File: src/hw/rtl/nrn_pkg.sv
// shared types and constants for the nth root newton block
package nrn_pkg;

  localparam int unsigned MAX_ORDER  = 15;
  localparam int unsigned VALUE_BITS = 24;
  localparam int unsigned ORDER_BITS = 4;

  localparam logic [31:0] TOLERANCE_RESET = 32'd42950;
  localparam logic [15:0] MAX_ITER_RESET  = 16'd10000;
  localparam logic [63:0] ONE_Q32         = 64'h0000_0001_0000_0000;

  localparam logic CFG_TOLERANCE = 1'b0;
  localparam logic CFG_MAX_ITER  = 1'b1;

  typedef struct packed {
    logic [VALUE_BITS-1:0] value;
    logic [ORDER_BITS-1:0] order;
  } item_t;

  typedef struct packed {
    logic [31:0] root;
    logic        converged;
    logic [15:0] steps_used;
  } result_t;

  typedef enum logic {
    DIV_SEL_K,
    DIV_SEL_N
  } div_sel_t;

  typedef enum logic [3:0] {
    ST_IDLE,
    ST_CHECK,
    ST_POW_INIT,
    ST_POW,
    ST_MUL,
    ST_ZERO,
    ST_DIV_K,
    ST_DIV_N_START,
    ST_DIV_N,
    ST_UPDATE,
    ST_DONE
  } state_t;

  typedef struct packed {
    logic     load;
    logic     pow_init;
    logic     mul_start;
    logic     p_take;
    logic     div_start;
    div_sel_t div_sel;
    logic     t_take;
    logic     g_take;
    logic     update;
    logic     out_load;
  } cmd_t;

  typedef struct packed {
    logic special;
    logic e_lt;
    logic mul_done;
    logic p_zero;
    logic div_done;
    logic stop;
    logic out_free;
  } status_t;

endpackage

File: src/hw/rtl/nrn_ctrl.sv
// sequencer for the newton iteration
module nrn_ctrl import nrn_pkg::*; (
  input  logic    clk,
  input  logic    rst,
  input  logic    item_valid,
  output logic    item_stall,
  input  status_t status,
  output cmd_t    cmd
);

  state_t state;
  state_t state_next;

  always_ff @(posedge clk) begin
    if (rst) begin
      state <= ST_IDLE;
    end else begin
      state <= state_next;
    end
  end

  always_comb begin
    state_next  = state;
    cmd         = '0;
    cmd.div_sel = DIV_SEL_K;
    item_stall  = 1'b1;
    unique case (state)
      ST_IDLE: begin
        item_stall = 1'b0;
        if (item_valid) begin
          cmd.load   = 1'b1;
          state_next = ST_CHECK;
        end
      end
      ST_CHECK: begin
        state_next = status.special ? ST_DONE : ST_POW_INIT;
      end
      ST_POW_INIT: begin
        cmd.pow_init = 1'b1;
        state_next   = ST_POW;
      end
      ST_POW: begin
        if (status.e_lt) begin
          cmd.mul_start = 1'b1;
          state_next    = ST_MUL;
        end else begin
          state_next = ST_ZERO;
        end
      end
      ST_MUL: begin
        if (status.mul_done) begin
          cmd.p_take = 1'b1;
          state_next = ST_POW;
        end
      end
      ST_ZERO: begin
        if (status.p_zero) begin
          state_next = ST_UPDATE;
        end else begin
          cmd.div_start = 1'b1;
          state_next    = ST_DIV_K;
        end
      end
      ST_DIV_K: begin
        if (status.div_done) begin
          cmd.t_take = 1'b1;
          state_next = ST_DIV_N_START;
        end
      end
      ST_DIV_N_START: begin
        cmd.div_sel   = DIV_SEL_N;
        cmd.div_start = 1'b1;
        state_next    = ST_DIV_N;
      end
      ST_DIV_N: begin
        cmd.div_sel = DIV_SEL_N;
        if (status.div_done) begin
          cmd.g_take = 1'b1;
          state_next = ST_UPDATE;
        end
      end
      ST_UPDATE: begin
        cmd.update = 1'b1;
        state_next = status.stop ? ST_DONE : ST_POW_INIT;
      end
      ST_DONE: begin
        if (status.out_free) begin
          cmd.out_load = 1'b1;
          state_next   = ST_IDLE;
        end
      end
      default: state_next = ST_IDLE;
    endcase
  end

endmodule

File: config.mk
export PLATFORM = sky130hd
export DESIGN_NAME = nrn_ctrl
export DESIGN_NICKNAME = d
export VERILOG_FILES = /design/src/hw/rtl/nrn_pkg.sv /design/src/hw/rtl/nrn_ctrl.sv
export SDC_FILE = /design/constraint.sdc
export NUM_CORES = 1
export LEC_CHECK = 0
export BUFFER_PORTS_ARGS = -buffer_cell sky130_fd_sc_hd__buf_2
export CAP_MARGIN = 20
export CORE_AREA = 2 2 39 41
export CTS_CLUSTER_DIAMETER = 30
export DETAILED_ROUTE_END_ITERATION = 8
export DIE_AREA = 0 0 41 43
export GPL_ROUTABILITY_DRIVEN = 0
export GPL_TIMING_DRIVEN = 0
export HOLD_SLACK_MARGIN = 0.15
export PLACE_DENSITY = 0.65
export RECOVER_POWER = 50
export SYNTH_ARGS = -nofsm -noshare
export SYNTH_HDL_FRONTEND = slang
export SYNTH_SLANG_ARGS = --single-unit
File: constraint.sdc
create_clock -name clk -period 1.4 [get_ports clk]
set_clock_uncertainty 0.15 [all_clocks]
set_input_delay 0.21 -clock clk [delete_from_list [all_inputs] [get_ports clk]]
set_output_delay 0.21 -clock clk [all_outputs]
set_load 0.05 [all_outputs]
==> metrics.txt, run 1 <==
setup TNS -2.40 ns; Leak around 0.47 nW; internal power contribution a little under 0.0006 W; number of fill cells 90; fraction of synthesized area in multiplexers 9.28%; first-pass GRT wire length around 2.8 mm; std cell rows 14; Seq/Total Area, Yosys 17.0%; layout cells sized above 1 slightly below 70%; mean post-synth cell area 7.04 um^2; switching share of total power between 40% and 50%; htree depth 1; IO Port Bufs 20; Fmax approximately 620 MHz; Mapped Cells 67; multi-input combinational cell area 494 um^2; Crit. path cell count 5; Placed Cells a little over 100; CTS max path bufs 2; syn nets just under 80; core box area 1380 um^2; initial antenna violation count 0; #FFs+latches synth 4; drt pass-1 iters 4; Worst setup SP type flop; TritonCTS clock tree yes; Comb power frac a little under three quarters; clock network power share between 10% and 20%; Top FF cell, synth dfxtp_1; EDFF count, synth 0; diode count 0; power per cell area slightly above 1000 nW/um^2; fin cells between 100 and 150; P&R area growth vs syn 119%; Slew headroom 84.1%; Critical Path RT between 1 and 1.5 ns; Synth Area in Adders 0%; cells on worst reg2reg path 5; Seq pwr share between 15 and 20%; min cycle time layout 1.61 ns; All-Layer GR Usage a little under a quarter; Top reg by flops state; post-synthesis xor/xnor area fraction 1.86%; async set-reset flop share out of synthesis 0%; Regs by FF count state (4); Hold Fails Final Rpt 0; chip width ~40 um; worst min-delay path class input pin to flop; Post-Synth Simple-Gate Area 42.2%; critical path's top delay family compound AO/OA/AOI/OAI gates; register area between 90 and 100 um^2; WL/cell between 10 and 15 um; antenna-violating nets left 0; maximum VDD drop approximately 0.00054 V; reg-to-reg slack, setup -0.21 ns; initial cell density of the core between 30% and 40%; failing checks negative setup slack; Vias/cell ~5.5; vias in the first global route 644; largest net degree at the start of global routing 11; drt total wl approximately 1.8 mm; setup ws final -0.213 ns; status finished, violations left; worst skew pair latency 0.23 ns; hold_ws around 0.23 ns; CTS sink count 4; vias a little under 700; YS warnings 0; Worst EP arrival about 1.6 ns; fin area a little over 1000 um^2; Clock Tree Root clkbuf_4; Clk pin slew, worst setup/hold paths roughly 0.030 ns; dpl hpwl roughly 1.1 mm; grt total ovfl 0; # setup viols final 15; Least-Margin Pin Slew approximately 0.24 ns; WP buf/inv 1; drt drc 0; P_sw between 0.0004 and 0.0005 W; overall power roughly 0.0011 W; slowest stage delay, CP 0.34 ns; critical path, cell by cell buf_4 > mux2_2 > a32oi_1 > o21ai_0 > a32o_1; Top Ports 21; Die H roughly 43 um; Largest register FFs 4; total CTS buffers 3; die area 1760 um^2; Synth Area in Compound Gates roughly 21%; placed cell area between 600 and 700 um^2; Hold Path Stages 4; fin nets about 120; main combinational cell family by area after synthesis simple AND/OR/NAND/NOR gates; crit path max-delay cell type dfxtp_2; crit path kind flop to flop; Cell variety after synth 29; DR iter-0 viols 24; worst-path maximum fanout 2; period utilisation layout 115%; Setup crit end kind flop; MaxCap Viol Count 0; RSZ-0062 raised after global routing true; final slew viol count 0; Post-Syn Area 472 um^2
per-layer routing:
layer	up-vias	track usage [%]	wire length [um]
li1	318	-	-
met1	328	30.7	824
met2	23	31.3	875
met3	6	4.71	67
met4	0	15.3	46
met5	-	0	0
path summary, 6_finish.rpt:
path | start | end
setup / recovery | state[2] | state[3]
hold / removal | status[4] | state[2]
setup reg to reg | state[2] | state[3]
hold reg to reg | state[0] | state[2]
logic make-up after synthesis:
kind of cell | Yosys count
simple gates | 38
flops | 4
mux | 3
compound gates | 13
buf+inv | 8
xor+xnor | 1
cells in the final DEF, fill, tap and decap left out, types with 3 or more instances in the layout:
cell	Yosys	routed
buf_4	0	13
buf_2	3	10
buf_6	0	9
buf_8	0	7
nand2_1	10	6
nor2_4	0	5
and3_4	0	5
nand2_4	0	3
nor2_1	8	3
inv_1	3	3
and3_1	8	3
clkbuf_4	0	3
Yosys cell counts, types with 2 or more instances:
cell | number | share of area (%)
dfxtp_1 | 4 | 17
buf_2 | 3 | 3.2
and3_1 | 8 | 11
nand2_1 | 10 | 8.0
nor2_1 | 8 | 6.4
nand2b_1 | 2 | 2.7
inv_1 | 3 | 2.4
nor2b_1 | 3 | 4.0
a21oi_1 | 3 | 3.2
o21ai_0 | 2 | 2.1
nor3_1 | 2 | 2.1
o2bb2ai_1 | 2 | 3.7
tightest hold or removal path, stage by stage:
cell	delay (ns)
buf_2	0.09
nand2_1	0.09
nand2_1	0.11
o2bb2ai_1	0.06
final cells by class:
cell class | count | area share (%)
buffer | 4 | 4.37
clock buffer | 3 | 2.18
tap | 16 | 1.94
multi-input combinational | 55 | 47.9
timing repair buffer | 37 | 32.9
sequential | 4 | 8.74
inverter | 4 | 1.94
through the flow:
step / setup WS [ns] / utilization, %
after CTS: -0.293 / 69.9
after global placement: -0.362 / 49.1
after global routing: -0.248 / 74.5
final: -0.213 / 74.5
after floorplan: -0.0809 / -
after detailed placement: -0.378 / 49.1
power groups by stage:
stage / logic, W / clock network, W / registers [W]
6_report: 0.000767 / 0.000134 / 0.000170
5_1_grt: 0.000806 / 0.000159 / 0.000174
4_1_cts: 0.000672 / 0.000142 / 0.000166
3_5_place_dp: 0.000481 / 0 / 0.000163
3_3_place_gp: 0.000478 / 0 / 0.000163
2_1_floorplan: 0.000390 / 0 / 0.000154
timing repair:
item                       4_1_cts  5_1_grt
pin swaps                        5        8
hold endpoints to repair         1        0
setup buffers                   13        2
cloned                           0        1
setup endpoints to repair       15       15
resized for setup               47       11
hold buffers                     1        0
Note: power is estimated with default switching activity, not from simulation.
==> run 2: changes to the inputs <==
--- a/config.mk
+++ b/config.mk
@@ -14,7 +14,6 @@
 export GPL_ROUTABILITY_DRIVEN = 0
 export GPL_TIMING_DRIVEN = 0
 export HOLD_SLACK_MARGIN = 0.15
-export PLACE_DENSITY = 0.65
 export RECOVER_POWER = 50
 export SYNTH_ARGS = -nofsm -noshare
 export SYNTH_HDL_FRONTEND = slang
==> constraint.sdc (replaced) <==
create_clock -name clk -period 1.9 [get_ports clk]
set_clock_uncertainty 0.15 [all_clocks]
set_input_delay 0.285 -clock clk [delete_from_list [all_inputs] [get_ports clk]]
set_output_delay 0.285 -clock clk [all_outputs]
set_load 0.05 [all_outputs]
==> metrics.txt, run 2 (synthesis gave the netlist of run 1 again) <==
most frequent cells in the layout buf_2, buf_4, nand2_1, and3_1, nor2_1; Critical Path RT 1.46 ns (+0.10 ns); crit path max-delay cell type dfxtp_1; Hold Fails Final Rpt 0 (unchanged); Top reg by flops state; antenna-violating nets left 0 (unchanged); worst skew pair latency 0.23 ns (about the same); setup TNS 0 ns (+2.40 ns); critical path's top delay family buffers and inverters; power per cell area 846 nW/um^2 (-19%); std cell rows 14 (unchanged); Hold Path Stages 3 (-1); Placed Cells 103 (unchanged); Worst setup SP type flop; cell mode on critical path buf_4; WP buf/inv 2 (+1); Worst EP arrival 1.36 ns (-0.22 ns); MaxCap Viol Count 0 (unchanged); largest net degree at the start of global routing 11 (unchanged); total CTS buffers 3 (unchanged); fin cells 108 (-12%); Fmax ~560 MHz; hold buffer count at CTS 0 (-1); cells on worst reg2reg path 3 (-2); slowest stage delay, CP 0.36 ns (+0.02 ns); drt drc 0 (unchanged); DR iter-0 viols 14 (-42%); htree depth 1 (unchanged); initial antenna violation count 0 (unchanged); final slew viol count 0 (unchanged); Seq pwr share 21.8% (+5.9 points); core box area 1380 um^2 (unchanged); commonest non-fill, non-tap cell in the layout buf_2; Crit. path cell count 5 (unchanged); Leak 0.343 nW (-27%); first-pass GRT wire length 2.05 mm (-26%); Clk pin slew, worst setup/hold paths 0.03 ns (about the same); Setup crit end kind output pin; vias 573 (-15%); die area 1760 um^2 (unchanged); internal power contribution 0.000293 W (-51%); CTS sink count 4 (unchanged); Top Ports 21 (unchanged); status finished clean; critical path, cell by cell buf_4 > and2b_4 > nand2_1 > a21oi_2 > buf_4; worst-path maximum fanout 10 (+8); P_sw 0.000270 W (-43%); maximum VDD drop 0.000412 V (-23%); P&R area growth vs syn 41.1%; Clock Tree Root clkbuf_4; layout cells sized above 1 43.5% (-25 points); CTS max path bufs 2 (unchanged); Vias/cell 5.31 (-3.3%); vias in the first global route 502 (-22%); min cycle time layout 1.80 ns; switching share of total power 47.9% (+3.6 points); setup ws final 0.100 ns (+0.313 ns); # setup viols final 0 (-15); fin nets 104 (-13%); diode count 0 (unchanged); dpl hpwl 968 um (-10%); drt total wl 1.28 mm (-30%); Die H 43 um (unchanged); TritonCTS clock tree yes; Layout Utilization 48.1% (-26 points); All-Layer GR Usage 16.9% (-6.0 points); worst min-delay path class input pin to flop; drt pass-1 iters 4 (unchanged); fin area 666 um^2 (-35%); IO Port Bufs 20 (unchanged); Largest register FFs 4 (unchanged); Regs by FF count state (4); Place WS 0.0507 ns (+0.429 ns); initial cell density of the core 34.1% (unchanged); Comb power frac 59.8% (-12 points); chip width 41 um (unchanged); placed cell area 601 um^2 (-12%); Least-Margin Pin Slew 0.271 ns (+0.0350 ns); period utilisation layout 94.7%; number of fill cells 146 (+62%); WL/cell 11.8 um (-20%); clock network power share 18.4% (+5.9 points); grt total ovfl 0 (unchanged); Slew headroom 81.9% (-2.2 points); crit path kind flop to output pin
## run 2: cell types whose count changed in the layout (fill, tap and decap cells not counted), moves of 2 or more
cell / delta
nor2_1: +3
and3_1: +5
nor2_4: -4
nand2_1: +4
buf_6: -8
dfxtp_4: -2
buf_8: -7
buf_4: -3
and3_4: -5
buf_2: +2
nand2_4: -3
clkbuf_2: +3
dfxtp_1: +2
## run 2: power by group through the flow
stage | clock network (W) | logic (W) | registers (W)
2_1_floorplan | 0 | 0.000252 | 0.000111
6_report | 0.000103 | 0.000337 | 0.000123
3_5_place_dp | 0 | 0.000318 | 0.000118
3_3_place_gp | 0 | 0.000317 | 0.000119
4_1_cts | 0.000109 | 0.000334 | 0.000117
5_1_grt | 0.000119 | 0.000365 | 0.000125
## run 2: timing repair
action / 4_1_cts / 5_1_grt
endpoints found under the setup margin: 9 / 9
resized for setup: 8 / 10
buffers inserted: 2 / 0
## run 2: cell type report
type                    count  area (um^2)  share of cell area [%]
well taps                  16         20.0                    3.01
flip-flops and latches      4         82.6                    12.4
plain buffers               4         28.8                    4.32
multi-input cells          55          364                    54.7
inverters                   4         15.0                    2.26
clock buffers               3         22.5                    3.38
repair buffers             22          133                    19.9
## run 2: final timing paths
| path | startpoint | to | slack, ns |
|---|---|---|---|
| worst max-delay path | state[2] | cmd[5] | 0.10 |
| worst min-delay path | rst | state[2] | 0.22 |
| worst max register to register | state[1] | state[3] | 0.26 |
| worst min register to register | state[0] | state[2] | 0.51 |
## run 2: stage by stage
step | total power [W] | hold WS, ns
final | 0.000563 | 0.220
after global routing | 0.000609 | 0.217
after CTS | 0.000560 | 0.211
after detailed placement | 0.000436 | 0.461
after global placement | 0.000436 | 0.458
after floorplan | 0.000364 | 0.314
## run 2: worst register-to-register path: stages (launching register included)
cell      delay [ns]
dfxtp_2         0.41
mux4_2          0.54
o21bai_1        0.28
a32o_1          0.20
## run 2: per-layer routing
layer	routed length (um)	vias to the layer above	global-route usage, %	part of all wire, %
li1	-	292	-	-
met1	550	266	19.6	43
met2	654	13	26.9	51
met3	55	2	3.14	4.3
met4	16	0	10.0	1.3
met5	0	-	0	0
==> run 3: changes to the inputs <==
==> constraint.sdc (replaced) <==
create_clock -name clk -period 2.3 [get_ports clk]
set_clock_uncertainty 0.15 [all_clocks]
set_input_delay 0.345 -clock clk [delete_from_list [all_inputs] [get_ports clk]]
set_output_delay 0.345 -clock clk [all_outputs]
set_load 0.05 [all_outputs]
==> metrics.txt, run 3 (synthesis gave the netlist of run 1 again) <==
final slew viol count 0 (unchanged); fin area 609 um^2 (-8.5%); All-Layer GR Usage 15.2% (-1.7 points); Slew headroom 61.1% (-21 points); crit path kind flop to output pin; Comb power frac 59.0% (-0.8 points); Worst setup SP type flop; # setup viols final 0 (unchanged); commonest non-fill, non-tap cell in the layout buf_2; Worst EP arrival 1.62 ns (+0.26 ns); layout cells sized above 1 33.3% (-10 points); Hold Fails Final Rpt 0 (unchanged); vias in the first global route 453 (-9.8%); P&R area growth vs syn 29.2%; diode count 0 (unchanged); Regs by FF count state (4); Seq pwr share 22.0% (+0.2 points); drt pass-1 iters 4 (unchanged); Least-Margin Pin Slew 0.586 ns (+0.315 ns); Clock Tree Root clkbuf_4; first-pass GRT wire length 1.83 mm (-11%); power per cell area 715 nW/um^2 (-15%); Critical Path RT 1.80 ns (+0.34 ns); std cell rows 14 (unchanged); MaxCap Viol Count 0 (unchanged); chip width 41 um (unchanged); WL/cell 11.4 um (-3.5%); Fmax roughly 470 MHz; TritonCTS clock tree yes; core box area 1380 um^2 (unchanged); hold buffer count at CTS 0 (unchanged); die area 1760 um^2 (unchanged); antenna-violating nets left 0 (unchanged); internal power contribution 0.000225 W (-23%); placed cell area 592 um^2 (-1.5%); DR iter-0 viols 14 (unchanged); DR top layer met3; RSZ-0062 raised after global routing false; Hold Path Stages 3 (unchanged); fin nets 102 (-1.9%); vias 550 (-4.0%); drt total wl 1.21 mm (-5.3%); P_sw 0.000211 W (-22%); status finished clean; Leak 0.338 nW (-1.4%); Largest register FFs 4 (unchanged); clock network power share 19.0% (+0.6 points); worst min-delay path class input pin to flop; switching share of total power 48.5% (+0.54 points); period utilisation layout 92.1%; PostCTS Resize Cnt 0 (-8); worst skew pair latency 0.23 ns (about the same); Met2 Routed Length 617 um (-5.7%); Top Ports 21 (unchanged); met3 wire len 50 um (-9.1%); CTS sink count 4 (unchanged); drt drc 0 (unchanged); CTS max path bufs 2 (unchanged); Die H 43 um (unchanged); Top reg by flops state; total CTS buffers 3 (unchanged); worst-path maximum fanout 10 (unchanged); Setup crit end kind output pin; met1 WL 540 um (-1.8%); Post-CTS Setup Repair Bufs 0 (-2); min cycle time layout between 2 and 2.5 ns; cells on worst reg2reg path 3 (unchanged); initial cell density of the core 34.1% (unchanged); dpl hpwl 955 um (-1.3%); IO Port Bufs 20 (unchanged); Clk pin slew, worst setup/hold paths 0.03 ns (about the same); initial antenna violation count 0 (unchanged); maximum VDD drop 0.000285 V (-31%); Vias/cell 5.19 (-2.2%); htree depth 1 (unchanged); largest net degree at the start of global routing 11 (unchanged); setup TNS 0 ns (unchanged); most frequent cells in the layout buf_2, nand2_1, nor2_1, and3_1, dfxtp_1; grt total ovfl 0 (unchanged)
run 3: worst max-delay path, stage by stage, from the launching register on:
cell	delay [ns]
dfxtp_1	0.40
dlymetal6s2s_1	0.33
nor2b_1	0.24
and3_1	0.17
buf_2	0.25
run 3: power groups by stage:
stage | Combinational [W] | Clock, W | Sequential [W]
after floorplan | 0.000206 | 0 | 0.0000919
after global placement | 0.000259 | 0 | 0.0000980
after detailed placement | 0.000260 | 0 | 0.0000969
after CTS | 0.000260 | 0.0000895 | 0.0000961
after global routing | 0.000280 | 0.0000941 | 0.0000980
final | 0.000257 | 0.0000828 | 0.0000960
run 3: layer usage:
metal	global-route usage [%]	up-vias
li1	-	284
met1	19.0	247
met2	23.1	19
met3	1.57	0
met4	10.0	0
met5	0	-
run 3: metrics by stage:
step                      total power [W]  hold WS, ns  utilization (%)  setup slack, ns  std cells
after global routing             0.000472        0.276             44.0           0.0457        106
after floorplan                  0.000298        0.374                -            0.157         67
final                            0.000436        0.280             44.0            0.181        106
after global placement           0.000357        0.503             42.8            0.404        103
after detailed placement         0.000356        0.491             42.8            0.406        103
after CTS                        0.000446        0.273             44.4            0.154        106
run 3: layout make-up:
type / instances / area [um^2]
timing repair buffer: 20 / 98.8
fill: 160 / 774
inverter: 4 / 15.0
clock buffer: 3 / 22.5
sequential: 4 / 80.1
tap: 16 / 20.0
buffer: 4 / 27.5
multi-input combinational: 55 / 345
run 3: final timing paths:
path,startpoint,endpoint,slack (ns)
setup reg to reg,state[1],state[3],0.64
hold reg to reg,state[0],state[2],0.49
setup / recovery,state[3],cmd[2],0.18
hold / removal,rst,state[2],0.28
